===== src/rtl/core/vtpd_pkg.sv =====
`timescale 1ns / 1ps
`default_nettype none
package vtpd_pkg;

    // Width of the exact Q36.32 column sums.
    localparam int SumW = 68;
    // Width of the divider remainder: numerator and the divisor shifted by the top step.
    localparam int DivW = 101;
    // Quotient bits produced, one per divider stage.
    localparam int QBits = 33;

    typedef struct packed {
        logic signed [31:0] in_x;
        logic signed [31:0] in_y;
        logic signed [31:0] in_z;
    } t_in;

    typedef struct packed {
        logic signed [31:0] out_x;
        logic signed [31:0] out_y;
        logic signed [31:0] out_z;
        logic               w_was_zero;
        logic               saturated;
    } t_out;

    // Matrix of coefficients, indexed [row][column].
    typedef logic signed [3:0][3:0][31:0] t_coef;

    // One division lane.
    typedef struct packed {
        logic [DivW-1:0]  rem;
        logic [QBits-1:0] q;
        logic             neg;
        logic             ovf;
    } t_lane;

    // Word travelling through the divider.
    typedef struct packed {
        t_lane [2:0]     lane;
        logic [DivW-1:0] d;
        logic            wzero;
    } t_div;

endpackage
`default_nettype wire


===== src/rtl/core/vtpd_prep.sv =====
`timescale 1ns / 1ps
`default_nettype none
module vtpd_prep import vtpd_pkg::*; (
    input  wire logic                   i_clk,
    input  wire logic                   i_rst_n,
    input  wire logic                   i_en,
    input  wire logic                   i_valid,
    input  wire logic signed [3:0][SumW-1:0] i_sum,
    output logic                        o_valid,
    output t_div                        o_div
);

    logic [3:0][SumW-1:0] r_mag;
    logic [3:0]           r_neg;
    logic                 r_wzero;
    logic                 r_v1, r_v2;
    t_div                 r_div;
    t_div                 n_div;
    logic [DivW-1:0]      d_top;

    always_ff @(posedge i_clk) begin
        if (!i_rst_n) begin
            r_v1 <= 1'b0;
            r_v2 <= 1'b0;
        end else if (i_en) begin
            r_v1 <= i_valid;
            r_v2 <= r_v1;
        end
    end

    // Stage one: split each sum into sign and magnitude.
    always_ff @(posedge i_clk) begin
        if (i_en) begin
            for (int c = 0; c < 4; c++) begin
                r_neg[c] <= i_sum[c][SumW-1];
                r_mag[c] <= i_sum[c][SumW-1] ? SumW'(-i_sum[c]) : SumW'(i_sum[c]);
            end
            r_wzero <= (i_sum[3] == '0);
        end
    end

    // Stage two: numerators, divisor and the early overflow test.
    // A zero w divides the value scaled down by 2^16 by one.
    always_comb begin
        n_div       = r_div;
        n_div.wzero = r_wzero;
        n_div.d     = r_wzero ? DivW'(1) : DivW'(r_mag[3]);
        d_top       = n_div.d << QBits;
        for (int c = 0; c < 3; c++) begin
            n_div.lane[c].rem = r_wzero ? DivW'(r_mag[c] >> 16) : (DivW'(r_mag[c]) << 16);
            n_div.lane[c].q   = '0;
            n_div.lane[c].neg = r_wzero ? r_neg[c] : (r_neg[c] ^ r_neg[3]);
            n_div.lane[c].ovf = (n_div.lane[c].rem >= d_top);
        end
    end

    always_ff @(posedge i_clk) begin
        if (i_en) begin
            r_div <= n_div;
        end
    end

    assign o_valid = r_v2;
    assign o_div   = r_div;

endmodule
`default_nettype wire


===== config.mk =====
export PLATFORM = sky130hd
export DESIGN_NAME = vtpd_prep
export DESIGN_NICKNAME = d
export VERILOG_FILES = /design/src/rtl/core/vtpd_pkg.sv /design/src/rtl/core/vtpd_prep.sv
export SDC_FILE = /design/constraint.sdc
export NUM_CORES = 1
export LEC_CHECK = 0
export BUFFER_PORTS_ARGS = -buffer_cell sky130_fd_sc_hd__buf_2
export CAP_MARGIN = 15
export CORE_MARGIN = 2
export CORE_UTILIZATION = 30
export CTS_CLUSTER_SIZE = 16
export DETAILED_ROUTE_END_ITERATION = 10
export HOLD_SLACK_MARGIN = 0.08
export PLACE_DENSITY = 0.61
export SLEW_MARGIN = 20
export SYNTH_ARGS = -nofsm -noshare
export SYNTH_HDL_FRONTEND = slang
export SYNTH_SLANG_ARGS = --single-unit

===== constraint.sdc =====
create_clock -name i_clk -period 5.19 [get_ports i_clk]
set_input_delay 0 -clock i_clk [delete_from_list [all_inputs] [get_ports i_clk]]
set_output_delay 0 -clock i_clk [all_outputs]
set_load 0.005 [all_outputs]

# Yosys cells after proc, flatten, opt, wreduce, memory -nomap -nowiden
# Cells that the tools add are included.
# classes
addsub	4
n_lt_le_gt_ge	3
n_mux	11
bitwise_logic	3
reduce_logical	1
# ops
operator	count
greater-or-equal comparator 84 x 101 -> 1 bit	3
negation 68 bit	4
2-to-1 mux 67 bit	4
2-to-1 mux 84 bit	3
logical NOT 68 bit	1
2-to-1 mux 68 bit	1
2-to-1 mux 1 bit	3
bitwise XOR 1 bit	3
# totals
register_bits	690
inputBits	276
out_inout_bits	511
word_cells	45

# Longest topological paths before layout
# depth
ltp_word	2
depth_mapped	14
ltp_nobuf	9

# Worst setup path after synthesis
# No wires, ideal clock.
# synth_timing
path_kind	register to register
start	register r_wzero
end	register r_div, in the netlist o_div[102], data pin
setup_ns	0.158
arrival_time_ns	4.163
required_ns	5.032
path_slack_ns	0.869
path_stages_with_launch	13
n_path_buf	5
synth_period_minus_slack_ns	4.321
path_cell_list	edfxtp_1 > clkbuf_1 > clkbuf_1 > clkbuf_1 > clkbuf_1 > clkbuf_1 > mux2_2 > ha_1 > nand4_1 > or4_1 > or4b_2 > or4_1 > o211ai_1
# synth_lines
element	line_no	text
from (decl)	vtpd_prep.sv:15	logic r_wzero;
from (signal assigned)	vtpd_prep.sv:38	r_wzero <= (i_sum[3] == '0);
to (signal assigned)	vtpd_prep.sv:59	r_div <= n_div;
to (decl)	vtpd_prep.sv:17	t_div r_div;

==> results.sh <==
export IMPL_max_vdd_ir_drop_mv=0.204
export IMPL_drive_above_1_share_pct=23.5
export IMPL_setup_viol=0
export IMPL_drt_pre_antenna_iters=5
export IMPL_r2r_start="r_wzero"
export IMPL_core_area_um2=105000
export IMPL_dp_cells=4440
export IMPL_grt_pass1_vias=24200
export IMPL_p_leak_nw=16.6
export IMPL_hold_class="input port to flop"
export IMPL_drt_wl_total_um=129000
export IMPL_status="finished, final reports clean"
export IMPL_fmax_mhz=236
export IMPL_r2r_setup_slack_ps=960
export IMPL_area_growth_pct=35.0
export IMPL_clkTransAtPathRegs_ps=70
export IMPL_drc=0
export IMPL_ios=787
export IMPL_wl_per_cell_um=25.5
export IMPL_seq_area_frac_synth_pct=57.3
export IMPL_setup_tns_ps=0
export IMPL_ys_ff_latch=606
export IMPL_syn_area_per_cell_um2=12.7
export IMPL_grt_setup_unrepaired="false"
export IMPL_post_cts_buffers=0
export IMPL_drv_cap=0
export IMPL_hold_viol=0
export IMPL_netlist_instances=2505
export IMPL_ys_types=58
export IMPL_vias=24700
export IMPL_die_h_um=329
export IMPL_cts_buffers=74
export IMPL_place_congestion=0.909
export IMPL_hold_end="o_valid"
export IMPL_power_density_nw_per_um2=324
export IMPL_ctsHoldBuffers=465
export IMPL_period_share_pct=81.6
export IMPL_place_hpwl_um=99200
export IMPL_grt_pass1_wl_um=175000
export IMPL_synth_flop_cell="edfxtp_1"
export IMPL_cp_arrival_ps=4720
export IMPL_clkSinkCount=606
export IMPL_hold_depth=3
export IMPL_root_buffer="clkbuf_16"
export IMPL_start_util_pct=30.2
export IMPL_slew_headroom_pct=35.5
export IMPL_cp_max_fo=48
export IMPL_synth_edf_count=604
export IMPL_h_tree_depth=3
export IMPL_synth_warnings=0
export IMPL_stdcell_count=5047
export IMPL_tightestPinTransition_ps=959
export IMPL_io_buffers=603
export IMPL_drtIter0Drc=2107
export IMPL_antenna_left=0
export IMPL_cts_resized=0
export IMPL_criticalPathCategory="flop to flop"
export IMPL_p_total_w=0.0139
export IMPL_grt_total_usage_pct=22.9
export IMPL_insertion_delay_ps=650
export IMPL_antenna_found_initial=20
export IMPL_die_area_um2=108000
export IMPL_die_w_um=329
export IMPL_cts_tree="done"
export IMPL_hold_start="i_rst_n"
export IMPL_grt_ovfl_total=0
export IMPL_layout_nets=4024
export IMPL_slew_viol_final=0
export IMPL_fin_util_pct=40.7
export IMPL_cp_required_ps=5680
export IMPL_rows=119
export IMPL_syn_area_um2=31700
export IMPL_worst_r2r_path_depth=9
export IMPL_clock_skew_ps=31.2
export IMPL_cts_max_path_buffers=3
export IMPL_async_flop_share_pct=0
export IMPL_worstSetupStartpointType="flop"
export IMPL_grt_start_max_net_pins=144
export IMPL_end_kind="flop"
export IMPL_period_minus_slack_ps=4230
export IMPL_timing_rr_end="o_div[238]"
export IMPL_viasPerCell=4.89
==> registers in the layout, summed over array words and instances (netlist names) <==
name	flops
o_div	327
r_mag	272
r_neg	4
o_valid	1
r_v1	1
r_wzero	1
==> cell usage after synthesis (all sizes together) (49+ instances only) <==
library cell    n  area [um^2]
nand2         171          642
mux2          105         1180
a21oi          64          320
nor4           52          325
nor2b         130          813
xnor2         260         2280
ha            157         1960
o21ai         105          526
o31ai          85          648
edfxtp        604        18100
clkbuf         65          244
inv            70          263
buf           191         1410
and2           49          307
==> worst max-delay path, cell delays in order, from the launching register on <==
cell	delay [ps]
edfxtp_1	510
inv_2	720
nand2_1	540
ha_1	480
nand4_1	160
nor4b_1	620
nand3_1	160
a2111oi_0	560
a211oi_1	130
o22ai_1	180
==> cell usage in the layout (no fill, tap or decap), types with 6 or more instances in the layout <==
cell           Yosys  layout
nand4_1           36      36
bufinv_16          0       7
diode_2            0       9
nor4_1            52      52
conb_1             1     183
clkbuf_16          0      77
a2111oi_0          6       6
or3_1             32      32
inv_1             70      69
and2_1            49      49
mux2_2           105     105
nand2_1          171     171
clkbuf_1          65      13
a21oi_1           64      64
or4_1             40      40
nand3_1           38      38
a21o_1            12      12
o31ai_1           83      83
nor2_1            45      45
buf_2              1     601
clkinv_2           0      12
or2_2             15      15
o41ai_1           43      42
edfxtp_1         604     604
ha_1             157     157
clkinv_1           0      10
buf_4            183      11
a211oi_1           7       7
dlygate4sd3_1      0     466
o21ai_0          105     105
nor2b_1          130     130
xnor2_1          260     260
nand2b_1          14      14
nor3_1            42      42
==> layer usage <==
layer,up-vias,track usage (%),part of all wire [%]
li1,11200,-,-
met1,12100,28.2,40
met2,1163,39.8,49
met3,201,4.98,7.6
met4,14,7.25,3.0
met5,-,0,0.070
==> cell families after synthesis <==
group | count (synthesis) | synth area share, %
xor gates and xnor gates | 263 | 7.26
other | 1 | 0.0118
AOI/OAI and AO/OA | 355 | 7.42
buffers and inverters | 326 | 6.05
adders and majority gates | 157 | 6.19
muxes | 110 | 3.88
DFF | 606 | 57.3
and+or+nand+nor | 687 | 11.9
==> worst max path at each step <==
| stage | endpoint | cells after the start | startpoint |
|---|---|---|---|
| final | o_div[238] | 9 | r_wzero |
| after global routing | o_div[238] | 9 | r_wzero |
| after floorplan | o_div[102] | 12 | r_wzero |
| after CTS | o_div[238] | 9 | r_wzero |
| after detailed placement | o_div[238] | 9 | r_wzero |
| after global placement | o_div[374] | 9 | r_wzero |
==> power by group <==
part / total [W] / leakage (nW) / internal (W) / switching, W
Clock: 0.00524 / 1.17 / 0.00307 / 0.00216
Sequential: 0.00626 / 6.04 / 0.00595 / 0.000310
Combinational: 0.00238 / 9.34 / 0.00107 / 0.00130
==> final cells by class <==
type,count,area (um^2)
diodes,9,22.5
clock buffers,90,1980
clock inverters,42,448
fillers,10000,62300
inverters,70,263
multi-input cells,1755,12300
flip-flops and latches,606,18200
well taps,1391,1740
repair buffers,1084,7870
==> metrics by stage <==
step	setup WS (ps)	area (um^2)	hold WS, ps
after detailed placement	1000	35700	241
after floorplan	869	32400	98.9
final	957	42800	142
after global routing	681	42800	157
after CTS	951	42800	86.0
after global placement	923	35700	225
Note: power is estimated with default switching activity, not from simulation.
